`src/design/dmdr_pkg.sv`:
```
// Shared types, widths and codes for the dual motor duty ramp.
// Used by the lane, control, skid and top modules and the testbench; depends on nothing.
package dmdr_pkg;

	localparam int DUTY_W    = 16;
	localparam int MAG_W     = 15;
	localparam int LIMIT_W   = 15;
	localparam int NUM_LANES = 2;
	localparam int LANE_UP   = 0;
	localparam int LANE_DOWN = 1;

	// Configuration port geometry and register map.
	localparam int APB_AW = 4;
	localparam int APB_DW = 32;
	localparam logic [1:0] REG_UP_LIMIT   = 2'd0;
	localparam logic [1:0] REG_DOWN_LIMIT = 2'd1;
	localparam logic [1:0] REG_STEP_SIZE  = 2'd2;

	localparam logic [LIMIT_W-1:0] LIMIT_RST = 15'h7FFF;
	localparam logic [LIMIT_W-1:0] STEP_RST  = 15'd10;

	// Command codes carried by a request.
	typedef enum logic [1:0] {
		CMD_START = 2'd0,
		CMD_STOP  = 2'd1,
		CMD_SET   = 2'd2,
		CMD_TICK  = 2'd3
	} cmd_e_t;

	// Phase codes as they appear in a result.
	localparam logic [1:0] PHASE_IDLE    = 2'd0;
	localparam logic [1:0] PHASE_RAMPING = 2'd1;
	localparam logic [1:0] PHASE_READY   = 2'd2;

	// Lane update strobes from the control stage, shared by both lanes.
	typedef struct packed {
		logic clear;
		logic load;
		logic step;
	} lane_ctl_t;

	// What one lane reports after the request.
	typedef struct packed {
		logic [MAG_W-1:0] magnitude;
		logic             reverse;
		logic             done;
	} lane_res_t;

	// Shared control state.
	typedef struct packed {
		logic [1:0] phase;
		logic       enabled;
	} ctrl_state_t;

	// One result item.
	typedef struct packed {
		logic [MAG_W-1:0] up_magnitude;
		logic             up_reverse;
		logic [MAG_W-1:0] down_magnitude;
		logic             down_reverse;
		logic             drive_enabled;
		logic [1:0]       phase;
	} res_t;

	// Clamp a signed value to plus or minus a limit.
	function automatic logic signed [DUTY_W-1:0] clamp_duty(
		input logic signed [DUTY_W:0] v,
		input logic [LIMIT_W-1:0]     lim
	);
		logic signed [DUTY_W:0] m;
		logic signed [DUTY_W:0] r;
		m = signed'({2'b00, lim});
		priority if (v > m) begin
			r = m;
		end else if (v < -m) begin
			r = -m;
		end else begin
			r = v;
		end
		return r[DUTY_W-1:0];
	endfunction

endpackage

```
`src/design/dmdr_in_if.sv`:
```
// Request channel of the dual motor duty ramp.
// Depends on nothing; the payload widths match dmdr_pkg.
interface dmdr_in_if;
	logic               valid;
	logic               ready;
	logic [1:0]         command;
	logic signed [15:0] up_request;
	logic signed [15:0] down_request;

	modport source (output valid, output command, output up_request,
		output down_request, input ready);
	modport sink (input valid, input command, input up_request,
		input down_request, output ready);
endinterface

```
`src/design/dmdr_out_if.sv`:
```
// Result channel of the dual motor duty ramp.
// Depends on nothing; the payload widths match dmdr_pkg.
interface dmdr_out_if;
	logic        valid;
	logic        ready;
	logic [14:0] up_magnitude;
	logic        up_reverse;
	logic [14:0] down_magnitude;
	logic        down_reverse;
	logic        drive_enabled;
	logic [1:0]  phase;

	modport source (output valid, output up_magnitude, output up_reverse,
		output down_magnitude, output down_reverse, output drive_enabled,
		output phase, input ready);
	modport sink (input valid, input up_magnitude, input up_reverse,
		input down_magnitude, input down_reverse, input drive_enabled,
		input phase, output ready);
endinterface

```
`src/design/dmdr_lane.sv`:
```
// One motor ramp lane: goal, level and direction registers with the step logic.
// Depends on dmdr_pkg.
module dmdr_lane (
	input  logic                                clk,
	input  logic                                arst_n,
	input  dmdr_pkg::lane_ctl_t                 ctl,
	input  logic signed [dmdr_pkg::DUTY_W-1:0]  request,
	input  logic [dmdr_pkg::LIMIT_W-1:0]        limit,
	input  logic [dmdr_pkg::LIMIT_W-1:0]        step_size,
	output dmdr_pkg::lane_res_t                 res
);
	import dmdr_pkg::*;

	logic signed [DUTY_W-1:0] level_q;
	logic signed [DUTY_W-1:0] goal_q;
	logic                     dir_q;
	logic signed [DUTY_W-1:0] level_d;
	logic signed [DUTY_W-1:0] goal_d;
	logic                     dir_d;
	logic signed [DUTY_W-1:0] target;
	logic signed [DUTY_W-1:0] stepped;
	logic signed [DUTY_W+1:0] lvl_x;
	logic signed [DUTY_W+1:0] tgt_x;
	logic signed [DUTY_W+1:0] stp_x;
	logic signed [DUTY_W+1:0] up_x;
	logic signed [DUTY_W+1:0] dn_x;
	logic [DUTY_W-1:0]        abs_lvl;

	// Goal clamped against the present limit, then one move toward it.
	always_comb begin
		target = clamp_duty({goal_q[DUTY_W-1], goal_q}, limit);
		lvl_x  = {{2{level_q[DUTY_W-1]}}, level_q};
		tgt_x  = {{2{target[DUTY_W-1]}}, target};
		stp_x  = signed'({3'b000, step_size});
		up_x   = lvl_x + stp_x;
		dn_x   = lvl_x - stp_x;
		priority if (tgt_x > up_x) begin
			stepped = up_x[DUTY_W-1:0];
		end else if (tgt_x < dn_x) begin
			stepped = dn_x[DUTY_W-1:0];
		end else begin
			stepped = target;
		end
	end

	// Next state for the request in hand.
	always_comb begin
		level_d = level_q;
		goal_d  = goal_q;
		dir_d   = dir_q;
		if (ctl.clear) begin
			level_d = '0;
			goal_d  = '0;
		end else if (ctl.load) begin
			goal_d = clamp_duty({request[DUTY_W-1], request}, limit);
		end else if (ctl.step) begin
			level_d = stepped;
			if (stepped > 0) begin
				dir_d = 1'b0;
			end else if (stepped < 0) begin
				dir_d = 1'b1;
			end
		end
	end

	always_ff @(posedge clk or negedge arst_n) begin
		if (!arst_n) begin
			level_q <= '0;
			goal_q  <= '0;
			dir_q   <= 1'b0;
		end else begin
			level_q <= level_d;
			goal_q  <= goal_d;
			dir_q   <= dir_d;
		end
	end

	// The level never reaches the most negative code, so its magnitude fits.
	assign abs_lvl       = level_d[DUTY_W-1] ? 16'(-level_d) : 16'(level_d);
	assign res.magnitude = abs_lvl[MAG_W-1:0];
	assign res.reverse   = dir_d;
	assign res.done      = (stepped == target);
endmodule

```
`src/design/dmdr_ctrl.sv`:
```
// Shared phase and enable control; merges the lane results into the phase.
// Depends on dmdr_pkg.
module dmdr_ctrl (
	input  logic                                   clk,
	input  logic                                   arst_n,
	input  logic                                   accept,
	input  logic [1:0]                             command,
	input  logic [dmdr_pkg::NUM_LANES-1:0]         lane_done,
	output dmdr_pkg::lane_ctl_t                    ctl,
	output dmdr_pkg::ctrl_state_t                  cur,
	output dmdr_pkg::ctrl_state_t                  nxt
);
	import dmdr_pkg::*;

	typedef enum logic [1:0] {
		ST_IDLE    = PHASE_IDLE,
		ST_RAMPING = PHASE_RAMPING,
		ST_READY   = PHASE_READY
	} state_t;

	state_t state_q;
	state_t state_d;
	logic   enabled_q;
	logic   enabled_d;
	cmd_e_t cmd;

	assign cmd = cmd_e_t'(command);

	// Decode the request into lane strobes, the next phase and the next enable.
	always_comb begin
		state_d   = state_q;
		enabled_d = enabled_q;
		ctl       = '0;
		if (accept) begin
			unique case (cmd)
				CMD_START: begin
					enabled_d = 1'b1;
					state_d   = ST_IDLE;
					ctl.clear = 1'b1;
				end
				CMD_STOP: begin
					enabled_d = 1'b0;
					state_d   = ST_IDLE;
					ctl.clear = 1'b1;
				end
				CMD_SET: begin
					state_d  = ST_RAMPING;
					ctl.load = 1'b1;
				end
				CMD_TICK: begin
					if (state_q == ST_RAMPING) begin
						ctl.step = 1'b1;
						if (&lane_done) begin
							state_d = ST_READY;
						end
					end
				end
				default: begin
					state_d = state_q;
				end
			endcase
		end
	end

	always_ff @(posedge clk or negedge arst_n) begin
		if (!arst_n) begin
			state_q   <= ST_IDLE;
			enabled_q <= 1'b0;
		end else begin
			state_q   <= state_d;
			enabled_q <= enabled_d;
		end
	end

	assign cur.phase   = state_q;
	assign cur.enabled = enabled_q;
	assign nxt.phase   = state_d;
	assign nxt.enabled = enabled_d;
endmodule

```
`src/design/dmdr_skid.sv`:
```
// Output register with a skid stage so one more request can be taken under a stall.
// Depends on dmdr_pkg.
module dmdr_skid (
	input  logic            clk,
	input  logic            arst_n,
	input  logic            push,
	input  dmdr_pkg::res_t  push_data,
	output logic            can_push,
	output logic            out_valid,
	output dmdr_pkg::res_t  out_data,
	input  logic            out_ready
);
	import dmdr_pkg::*;

	logic out_valid_q;
	logic skid_valid_q;
	res_t out_q;
	res_t skid_q;
	logic pop;

	assign pop      = out_valid_q && out_ready;
	assign can_push = !skid_valid_q;

	// Occupancy of the two entries.
	always_ff @(posedge clk or negedge arst_n) begin
		if (!arst_n) begin
			out_valid_q  <= 1'b0;
			skid_valid_q <= 1'b0;
		end else begin
			if (pop) begin
				out_valid_q  <= skid_valid_q || push;
				skid_valid_q <= 1'b0;
			end else if (push) begin
				out_valid_q  <= 1'b1;
				skid_valid_q <= out_valid_q;
			end
		end
	end

	// Payload moves: the skid entry drains first, a new result fills behind.
	always_ff @(posedge clk) begin
		if (pop) begin
			out_q <= skid_valid_q ? skid_q : push_data;
		end else if (push) begin
			if (out_valid_q) begin
				skid_q <= push_data;
			end else begin
				out_q <= push_data;
			end
		end
	end

	assign out_valid = out_valid_q;
	assign out_data  = out_q;
endmodule

```
`src/design/dual_motor_duty_ramp.sv`:
```
// Top level of the dual motor duty ramp: two ramp lanes, control, output skid
// and the register port. Depends on dmdr_pkg, the channel interfaces and submodules.
//
//   channel   dir   handshake           payload
//   cmd_ch    in    valid / ready       command, up_request, down_request
//   res_ch    out   valid / ready       magnitudes, directions, drive_enabled, phase
//   APB       in    psel/penable/pready up_limit, down_limit, step_size
//
// One request per cycle while cmd_ch.ready is high; each request yields one result.
// The lanes update in the cycle of acceptance; the output register plus skid entry
// hold two results, so cmd_ch.ready drops only when both are full.
// Reset clears levels, goals, directions, phase and enable; limits reset to full
// scale and the step size to ten.
module dual_motor_duty_ramp (
	input  logic                          clk,
	input  logic                          arst_n,
	dmdr_in_if.sink                       cmd_ch,
	dmdr_out_if.source                    res_ch,
	input  logic                          psel,
	input  logic                          penable,
	input  logic                          pwrite,
	input  logic [dmdr_pkg::APB_AW-1:0]   paddr,
	input  logic [dmdr_pkg::APB_DW-1:0]   pwdata,
	output logic [dmdr_pkg::APB_DW-1:0]   prdata,
	output logic                          pready
);
	import dmdr_pkg::*;

	logic [LIMIT_W-1:0]        up_limit_q;
	logic [LIMIT_W-1:0]        down_limit_q;
	logic [LIMIT_W-1:0]        step_size_q;
	logic [1:0]                reg_idx;
	logic                      wr_en;
	logic                      accept;
	logic                      can_push;
	lane_ctl_t                 ctl;
	ctrl_state_t               cur;
	ctrl_state_t               nxt;
	lane_res_t                 lane_res [NUM_LANES];
	logic [NUM_LANES-1:0]      lane_done;
	logic signed [DUTY_W-1:0]  lane_req [NUM_LANES];
	logic [LIMIT_W-1:0]        lane_lim [NUM_LANES];
	res_t                      res_d;
	res_t                      res_q;
	logic                      res_valid;

	// Configuration registers.
	assign reg_idx = paddr[3:2];
	assign wr_en   = psel && penable && pwrite;
	assign pready  = 1'b1;

	always_ff @(posedge clk or negedge arst_n) begin
		if (!arst_n) begin
			up_limit_q   <= LIMIT_RST;
			down_limit_q <= LIMIT_RST;
			step_size_q  <= STEP_RST;
		end else if (wr_en) begin
			unique case (reg_idx)
				REG_UP_LIMIT:   up_limit_q   <= pwdata[LIMIT_W-1:0];
				REG_DOWN_LIMIT: down_limit_q <= pwdata[LIMIT_W-1:0];
				REG_STEP_SIZE:  step_size_q  <= pwdata[LIMIT_W-1:0];
				default:        up_limit_q   <= up_limit_q;
			endcase
		end
	end

	always_comb begin
		unique case (reg_idx)
			REG_UP_LIMIT:   prdata = APB_DW'(up_limit_q);
			REG_DOWN_LIMIT: prdata = APB_DW'(down_limit_q);
			REG_STEP_SIZE:  prdata = APB_DW'(step_size_q);
			default:        prdata = '0;
		endcase
	end

	// Request handshake.
	assign accept       = cmd_ch.valid && can_push;
	assign cmd_ch.ready = can_push;

	// Ramp lanes, one per motor.
	assign lane_req[LANE_UP]   = cmd_ch.up_request;
	assign lane_req[LANE_DOWN] = cmd_ch.down_request;
	assign lane_lim[LANE_UP]   = up_limit_q;
	assign lane_lim[LANE_DOWN] = down_limit_q;

	for (genvar i = 0; i < NUM_LANES; i++) begin : g_lane
		dmdr_lane u_lane (
			.clk       (clk),
			.arst_n    (arst_n),
			.ctl       (ctl),
			.request   (lane_req[i]),
			.limit     (lane_lim[i]),
			.step_size (step_size_q),
			.res       (lane_res[i])
		);
		assign lane_done[i] = lane_res[i].done;
	end

	dmdr_ctrl u_ctrl (
		.clk       (clk),
		.arst_n    (arst_n),
		.accept    (accept),
		.command   (cmd_ch.command),
		.lane_done (lane_done),
		.ctl       (ctl),
		.cur       (cur),
		.nxt       (nxt)
	);

	// Result assembly and output buffering.
	always_comb begin
		res_d.up_magnitude   = lane_res[LANE_UP].magnitude;
		res_d.up_reverse     = lane_res[LANE_UP].reverse;
		res_d.down_magnitude = lane_res[LANE_DOWN].magnitude;
		res_d.down_reverse   = lane_res[LANE_DOWN].reverse;
		res_d.drive_enabled  = nxt.enabled;
		res_d.phase          = nxt.phase;
	end

	dmdr_skid u_skid (
		.clk       (clk),
		.arst_n    (arst_n),
		.push      (accept),
		.push_data (res_d),
		.can_push  (can_push),
		.out_valid (res_valid),
		.out_data  (res_q),
		.out_ready (res_ch.ready)
	);

	assign res_ch.valid          = res_valid;
	assign res_ch.up_magnitude   = res_q.up_magnitude;
	assign res_ch.up_reverse     = res_q.up_reverse;
	assign res_ch.down_magnitude = res_q.down_magnitude;
	assign res_ch.down_reverse   = res_q.down_reverse;
	assign res_ch.drive_enabled  = res_q.drive_enabled;
	assign res_ch.phase          = res_q.phase;

`ifndef NO_ASSERTIONS
	// Back-pressure only when a result is already waiting at the output.
	a_stall_has_result: assert property (@(posedge clk) disable iff (!arst_n)
		!cmd_ch.ready |-> res_ch.valid)
		else $error("request side stalled with no result waiting");

	// A stop always leaves the drive disabled.
	a_stop_disables: assert property (@(posedge clk) disable iff (!arst_n)
		(accept && cmd_ch.command == CMD_STOP) |=> !cur.enabled)
		else $error("drive still enabled after stop");

	// A tick does nothing while idle.
	a_idle_tick: assert property (@(posedge clk) disable iff (!arst_n)
		(accept && cmd_ch.command == CMD_TICK && cur.phase == PHASE_IDLE)
		|=> cur.phase == PHASE_IDLE)
		else $error("tick left the idle phase");
`endif
endmodule

```
`src/flat_wrapper.sv`:
```
// flat-port wrapper written by rule: the top's interface ports become plain ports
module dual_motor_duty_ramp_flat import dmdr_pkg::*;
  (clk, arst_n, psel, penable, pwrite, paddr, pwdata, prdata, pready, cmd_ch_valid, cmd_ch_command, cmd_ch_up_request, cmd_ch_down_request, cmd_ch_ready, res_ch_valid, res_ch_up_magnitude, res_ch_up_reverse, res_ch_down_magnitude, res_ch_down_reverse, res_ch_drive_enabled, res_ch_phase, res_ch_ready);
  dmdr_in_if cmd_ch_i ();
  dmdr_out_if res_ch_i ();
  input  logic clk;
  input  logic arst_n;
  input  logic psel;
  input  logic penable;
  input  logic pwrite;
  input  logic [dmdr_pkg::APB_AW-1:0] paddr;
  input  logic [dmdr_pkg::APB_DW-1:0] pwdata;
  output logic [dmdr_pkg::APB_DW-1:0] prdata;
  output logic pready;
  input wire logic [$bits(cmd_ch_i.valid)-1:0] cmd_ch_valid;
  input wire logic [$bits(cmd_ch_i.command)-1:0] cmd_ch_command;
  input wire logic [$bits(cmd_ch_i.up_request)-1:0] cmd_ch_up_request;
  input wire logic [$bits(cmd_ch_i.down_request)-1:0] cmd_ch_down_request;
  output wire logic [$bits(cmd_ch_i.ready)-1:0] cmd_ch_ready;
  output wire logic [$bits(res_ch_i.valid)-1:0] res_ch_valid;
  output wire logic [$bits(res_ch_i.up_magnitude)-1:0] res_ch_up_magnitude;
  output wire logic [$bits(res_ch_i.up_reverse)-1:0] res_ch_up_reverse;
  output wire logic [$bits(res_ch_i.down_magnitude)-1:0] res_ch_down_magnitude;
  output wire logic [$bits(res_ch_i.down_reverse)-1:0] res_ch_down_reverse;
  output wire logic [$bits(res_ch_i.drive_enabled)-1:0] res_ch_drive_enabled;
  output wire logic [$bits(res_ch_i.phase)-1:0] res_ch_phase;
  input wire logic [$bits(res_ch_i.ready)-1:0] res_ch_ready;
  assign cmd_ch_i.valid = cmd_ch_valid;
  assign cmd_ch_i.command = cmd_ch_command;
  assign cmd_ch_i.up_request = cmd_ch_up_request;
  assign cmd_ch_i.down_request = cmd_ch_down_request;
  assign cmd_ch_ready = cmd_ch_i.ready;
  assign res_ch_valid = res_ch_i.valid;
  assign res_ch_up_magnitude = res_ch_i.up_magnitude;
  assign res_ch_up_reverse = res_ch_i.up_reverse;
  assign res_ch_down_magnitude = res_ch_i.down_magnitude;
  assign res_ch_down_reverse = res_ch_i.down_reverse;
  assign res_ch_drive_enabled = res_ch_i.drive_enabled;
  assign res_ch_phase = res_ch_i.phase;
  assign res_ch_i.ready = res_ch_ready;
  dual_motor_duty_ramp u_core (.clk(clk), .arst_n(arst_n), .cmd_ch(cmd_ch_i), .res_ch(res_ch_i), .psel(psel), .penable(penable), .pwrite(pwrite), .paddr(paddr), .pwdata(pwdata), .prdata(prdata), .pready(pready));
endmodule
```
`config.mk`:
```
export PLATFORM = sky130hd
export DESIGN_NAME = dual_motor_duty_ramp_flat
export DESIGN_NICKNAME = d
export VERILOG_FILES = /design/src/design/dmdr_pkg.sv /design/src/design/dmdr_in_if.sv /design/src/design/dmdr_out_if.sv /design/src/design/dmdr_lane.sv /design/src/design/dmdr_ctrl.sv /design/src/design/dmdr_skid.sv /design/src/design/dual_motor_duty_ramp.sv /design/src/flat_wrapper.sv
export SDC_FILE = /design/constraint.sdc
export NUM_CORES = 1
export LEC_CHECK = 0
export ABC_CLOCK_PERIOD_IN_PS = 7700
export BUFFER_PORTS_ARGS = -buffer_cell sky130_fd_sc_hd__buf_2
export CAP_MARGIN = 20
export CORE_ASPECT_RATIO = 0.7
export CORE_MARGIN = 1
export CORE_UTILIZATION = 45
export CTS_BUF_LIST = sky130_fd_sc_hd__clkbuf_4 sky130_fd_sc_hd__clkbuf_8
export CTS_CLUSTER_SIZE = 28
export DETAILED_ROUTE_END_ITERATION = 10
export HOLD_SLACK_MARGIN = 0.1
export SKIP_LAST_GASP = 1
export SLEW_MARGIN = 10
export SYNTH_ARGS = -nofsm -noshare
export SYNTH_HDL_FRONTEND = slang
export SYNTH_HIERARCHICAL = 1
export SYNTH_SLANG_ARGS = --single-unit
```
`constraint.sdc`:
```
create_clock -name clk -period 7.7 [get_ports clk]
set_input_delay 1.54 -clock clk [delete_from_list [all_inputs] [get_ports clk]]
set_output_delay 1.54 -clock clk [all_outputs]
set_load 0.005 [all_outputs]
```
**Word level (Yosys, flattened, before mapping)**

Index checks and enable logic that the tools add are counted.

- Bits in registers: 186
- Input port bits: 77
- Output and inout port bits: 70
- Word-level logic and storage cells: 130

- Add/sub/neg operators: 8
- Order comparisons: 16
- Equal/unequal tests: 9
- Mux-type cells: 54
- Bitwise logic cells: 1
- Reduce and logical (&&, ||, !) cells: 17

Operators by type and width:

| operator | count |
|---|---|
| $mux W16 | 22 |
| $mux W35 | 4 |
| $lt A16 B17 Y1 | 6 |
| $gt A16 B16 Y1 | 4 |
| $pmux W15 S3 | 1 |
| $add A16 B16 Y17 | 2 |
| $gt A16 B17 Y1 | 2 |
| $neg A15 Y17 | 2 |
| $sub A16 B16 Y17 | 2 |
| $eq A16 B16 Y1 | 2 |
| $gt A16 B1 Y1 const B | 2 |
| $lt A16 B1 Y1 const B | 2 |
| $mux W15 | 2 |
| $neg A15 Y15 | 2 |
| $mux W1 | 19 |
| $reduce_and A2 Y1 | 5 |
| $eq A2 B1 Y1 const B | 3 |
| $eq A2 B2 Y1 const B | 3 |
| $mux W2 | 3 |
| $pmux W2 S3 | 1 |
| $logic_and A1 B1 Y1 | 4 |
| $logic_not A2 Y1 | 2 |
| $reduce_bool A2 Y1 | 2 |
| $mux W3 | 1 |
| other kinds (7) | 7 |

**Depth between registers and ports, before layout**

- Word-level depth: 16
- Mapped depth: 38
- Mapped depth without buffers: 34

**Hierarchy**

Netlist, hierarchy kept.

By module, submodules not included:

| module | instances | cells each | area an instance (um^2) | sequential area each (um^2) |
|---|---|---|---|---|
| dmdr_lane at u_core.g_lane[0].u_lane | 1 | 965 | 7,449.6 | 825.8 |
| dmdr_lane at u_core.g_lane[1].u_lane | 1 | 953 | 7,348.3 | 825.8 |
| dmdr_skid | 1 | 118 | 2,755.1 | 2,152.1 |
| dual_motor_duty_ramp | 1 | 170 | 2,240.9 | 1,166.1 |
| dmdr_ctrl | 1 | 18 | 177.7 | 75.1 |

**Worst setup path after synthesis**

No wires, ideal clock.

- Path type: register to register
- Start point: reg u_core.up_limit_q[3]
- End point: reg u_core.u_skid.out_q, in the netlist u_core/u_skid/out_data[0] (data pin)
- Setup time: 260 ps
- Data arrival time: 7,887 ps
- Required time: 7,440 ps
- Slack: -447 ps
- Stages on the path, launching flop included: 37
- Path buffers: 7
- Clock period less this slack: 8,147 ps
- Cells stage by stage: dfstp_2 > buf_2 > nor4_2 > nand3_1 > or3_1 > nand2_1 > nand2b_1 > ha_1 > and4_1 > clkbuf_1 > nand4b_1 > mux2_2 > a211o_1 > a21oi_1 > a21o_1 > buf_6 > buf_6 > nand2_1 > a31oi_1 > ha_1 > nor2b_1 > o21a_1 > o21a_1 > o41ai_1 > a311oi_1 > o21ai_0 > clkbuf_1 > clkbuf_1 > buf_1 > a211oi_1 > a221oi_1 > nand4_1 > or4_1 > a211oi_2 > and4b_1 > o32ai_2 > mux2_2

RTL lines:

| element | RTL line | text |
|---|---|---|
| start: declaration | dual_motor_duty_ramp.sv:29 | `logic [LIMIT_W-1:0] up_limit_q;` |
| start signal: assignment | dual_motor_duty_ramp.sv:59 | `REG_UP_LIMIT: up_limit_q <= pwdata[LIMIT_W-1:0];` |
| start signal: assignment | dual_motor_duty_ramp.sv:62 | `default: up_limit_q <= up_limit_q;` |
| end signal: assignment | dmdr_skid.sv:43 | `out_q <= skid_valid_q ? skid_q : push_data;` |
| end signal: assignment | dmdr_skid.sv:48 | `out_q <= push_data;` |
| end: declaration | dmdr_skid.sv:17 | `res_t out_q;` |

==> results_dict.tcl <==
set metrics [dict create \
    outcome "finished with violations" \
    failed_checks "negative setup slack" \
    r2r_cells 37 \
    syn-cell-area_um2 20000 \
    drc_errors 0 \
    relSlewSlack 0.226 \
    cts_sinks 186 \
    antenna_found_initial 0 \
    hold_depth 1 \
    grt_pass1_wl_um 114000 \
    syn-instance-count 2223 \
    path_class "flop to flop" \
    critPathRequiredTime_ns 7.98 \
    layout.nets 3045 \
    min_period_over_period 1.02 \
    routed_wl_um 76300 \
    area_delta_synth_final_pct 29.8 \
    fin_setup_tns_ns -0.257 \
    grt.overflow.total 0 \
    maxSlewViolCount 0 \
    wl_per_cell_um 23.0 \
    viasPerCell 5.91 \
    layout-drive-gt1-share 0.355 \
    ant_nets 0 \
    max-cap-violations 0 \
    path_clk_slew_ns 0.13 \
    slowest_stage "or4_4" \
    min_period_ns 7.85 \
    min_from "u_core/u_skid/skid_q[10]$_DFFE_PP_" \
    hold_violations 0 \
    worstHoldEndpoint "u_core/u_skid/out_data[10]$_DFFE_PP_" \
    htree_num_levels 4 \
    rsz0062_at_grt "true" \
    arrival_ns 8.13 \
    worstReg2RegStart "u_core/up_limit_q[10]$_DFFE_PN1P_" \
    fillers 3914 \
    yosys_warnings 6 \
    clockRootBuffer "clkbuf_8" \
    max_freq_mhz 127 \
    r2r-end "u_core/u_skid/out_data[0]$_DFFE_PP_" \
    dp_hpwl_um 60000 \
    crit_path_end_kind "flop" \
    crit_path_start_kind "flop" \
    dr.pass1.iters 6 \
    synth_area_per_cell_um2 8.98 \
    setup_violations 4 \
    place_congestion 0.988 \
    drtIter0Drc 1872 \
    max_stage_delay_ns 0.55 \
    die_w_um 254 \
    grt_max_degree 69 \
    critPathMaxFanout 5 \
    core.rowCount 64 \
    worstSkewPairLatency_ns 0.54 \
    r2r_slack_ns -0.15 \
    port_buffers 109 \
    die-area_um2 45200 \
    post-place-ws_ns -0.785 \
    setup_slack_ns -0.151 \
    finClkSkew_ns 0.0383 \
    diodes 0 \
    num_vias 19700 \
    hold_class "flop to flop" \
    die_height_um 178 \
    grt_use_total 0.334 \
    tritoncts "built" \
    clock_path_buffers 2 \
    worst_pin_slew_ns 1.16 \
    numCtsBuffers 17 \
    critPathMostFrequentCell "buf_4" \
    ios 147 \
    coreArea_um2 43700 \
    grt_pass1_vias 18700 \
    initial_core_util 0.457 \
]
cell usage in the layout, fill, tap and decap left out, drive strengths merged, types with 10 or more instances in the layout:
cell type and instances:
nand2b 37, nor3b 11, conb 18, nand4 29
o22ai 21, buf 578, dfrtp 84, o31ai 38
clkbuf 18, a221oi 11, mux2 95, a21oi 128
or3 16, nor2 176, o211ai 12, o21bai 16
nor3 39, o21ai 107, xnor2 69, ha 246
and2 11, nor4 21, a22oi 12, xor2 25
or4 11, a311oi 10, a21o 51, a31oi 36
inv 173, a22o 11, edfxtp 70, mux2i 52
nor2b 20, a211o 10, nand2 140, o21a 36
dfstp 32, nand3b 11, nand3 46, a211oi 36
stage by stage:
| stage | hold WS, ns | std cells | utilization | cell area (um^2) |
|---|---|---|---|---|
| after detailed placement | 0.534 | 3242 | 0.547 | 23900 |
| after CTS | 0.555 | 3294 | 0.573 | 25100 |
| final | 0.548 | 3324 | 0.593 | 25900 |
| after global placement | 0.526 | 3241 | 0.547 | 23900 |
| after global routing | 0.566 | 3324 | 0.593 | 25900 |
| after floorplan | 0.487 | 2239 | - | 20100 |
what timing repair did:
action,4_1_cts,5_1_grt
hold buffers,0,0
gates resized for setup,110,114
endpoints found under the setup margin,66,53
pin swaps,45,34
buffers inserted,20,30
gates cloned,1,0
routing by layer:
layer | vias to the layer above | share of wire | global-route usage
met1 | 9563 | 0.49 | 0.511
met2 | 788 | 0.41 | 0.477
met3 | 66 | 0.089 | 0.0725
met5 | - | 0 | 0
met4 | 0 | 0.013 | 0.0610
li1 | 9236 | - | -
cell type report:
class                      instances  area (um^2)  area share
multi-input combinational       1766        14900       0.573
sequential                       186         5040       0.195
timing repair buffer             578         4200       0.162
tap                              594          743      0.0287
inverter                         169          637      0.0246
clock buffer                      18          248     0.00956
clock inverter                    13          181     0.00700
state kept, by name, summed over array words and instances, names as in the netlist:
| register | count |
|---|---|
| u_core/u_skid/skid_valid_q | 1 |
| u_core/g_lane.u_lane/level_q | 32 |
| u_core/u_ctrl/enabled_q | 1 |
| u_core/u_ctrl/state_q | 2 |
| u_core/u_skid/out_data | 35 |
| u_core/g_lane.u_lane/goal_q | 32 |
| u_core/down_limit_q | 15 |
| u_core/u_skid/out_valid | 1 |
| u_core/u_skid/skid_q | 35 |
| u_core/step_size_q | 15 |
| u_core/g_lane.u_lane/dir_q | 2 |
| u_core/up_limit_q | 15 |
critical path, delay by kind of cell (launching register included):
| family | cells | cell delay (ns) |
|---|---|---|
| compound gates | 14 | 2.43 |
| fa+ha+maj | 2 | 0.61 |
| buf+inv | 8 | 1.14 |
| flops | 1 | 0.39 |
| simple gates | 11 | 2.44 |
| mux | 2 | 0.57 |
worst max-delay path by stage:
stage | start | to | depth (start not counted)
2_1_floorplan | u_core/down_limit_q[7]$_DFFE_PN1P_ | u_core/u_skid/out_data[0]$_DFFE_PP_ | 32
3_3_place_gp | u_core/up_limit_q[5]$_DFFE_PN1P_ | u_core/u_skid/out_data[0]$_DFFE_PP_ | 33
3_5_place_dp | u_core/up_limit_q[5]$_DFFE_PN1P_ | u_core/u_skid/out_data[0]$_DFFE_PP_ | 39
4_1_cts | u_core/down_limit_q[9]$_DFFE_PN1P_ | u_core/u_skid/out_data[0]$_DFFE_PP_ | 33
5_1_grt | u_core/up_limit_q[10]$_DFFE_PN1P_ | u_core/u_skid/out_data[0]$_DFFE_PP_ | 36
6_report | u_core/up_limit_q[10]$_DFFE_PN1P_ | u_core/u_skid/out_data[0]$_DFFE_PP_ | 37
Power is not shown: default switching activity piles up to over one toggle a cycle in this logic, so the estimate is an artifact.
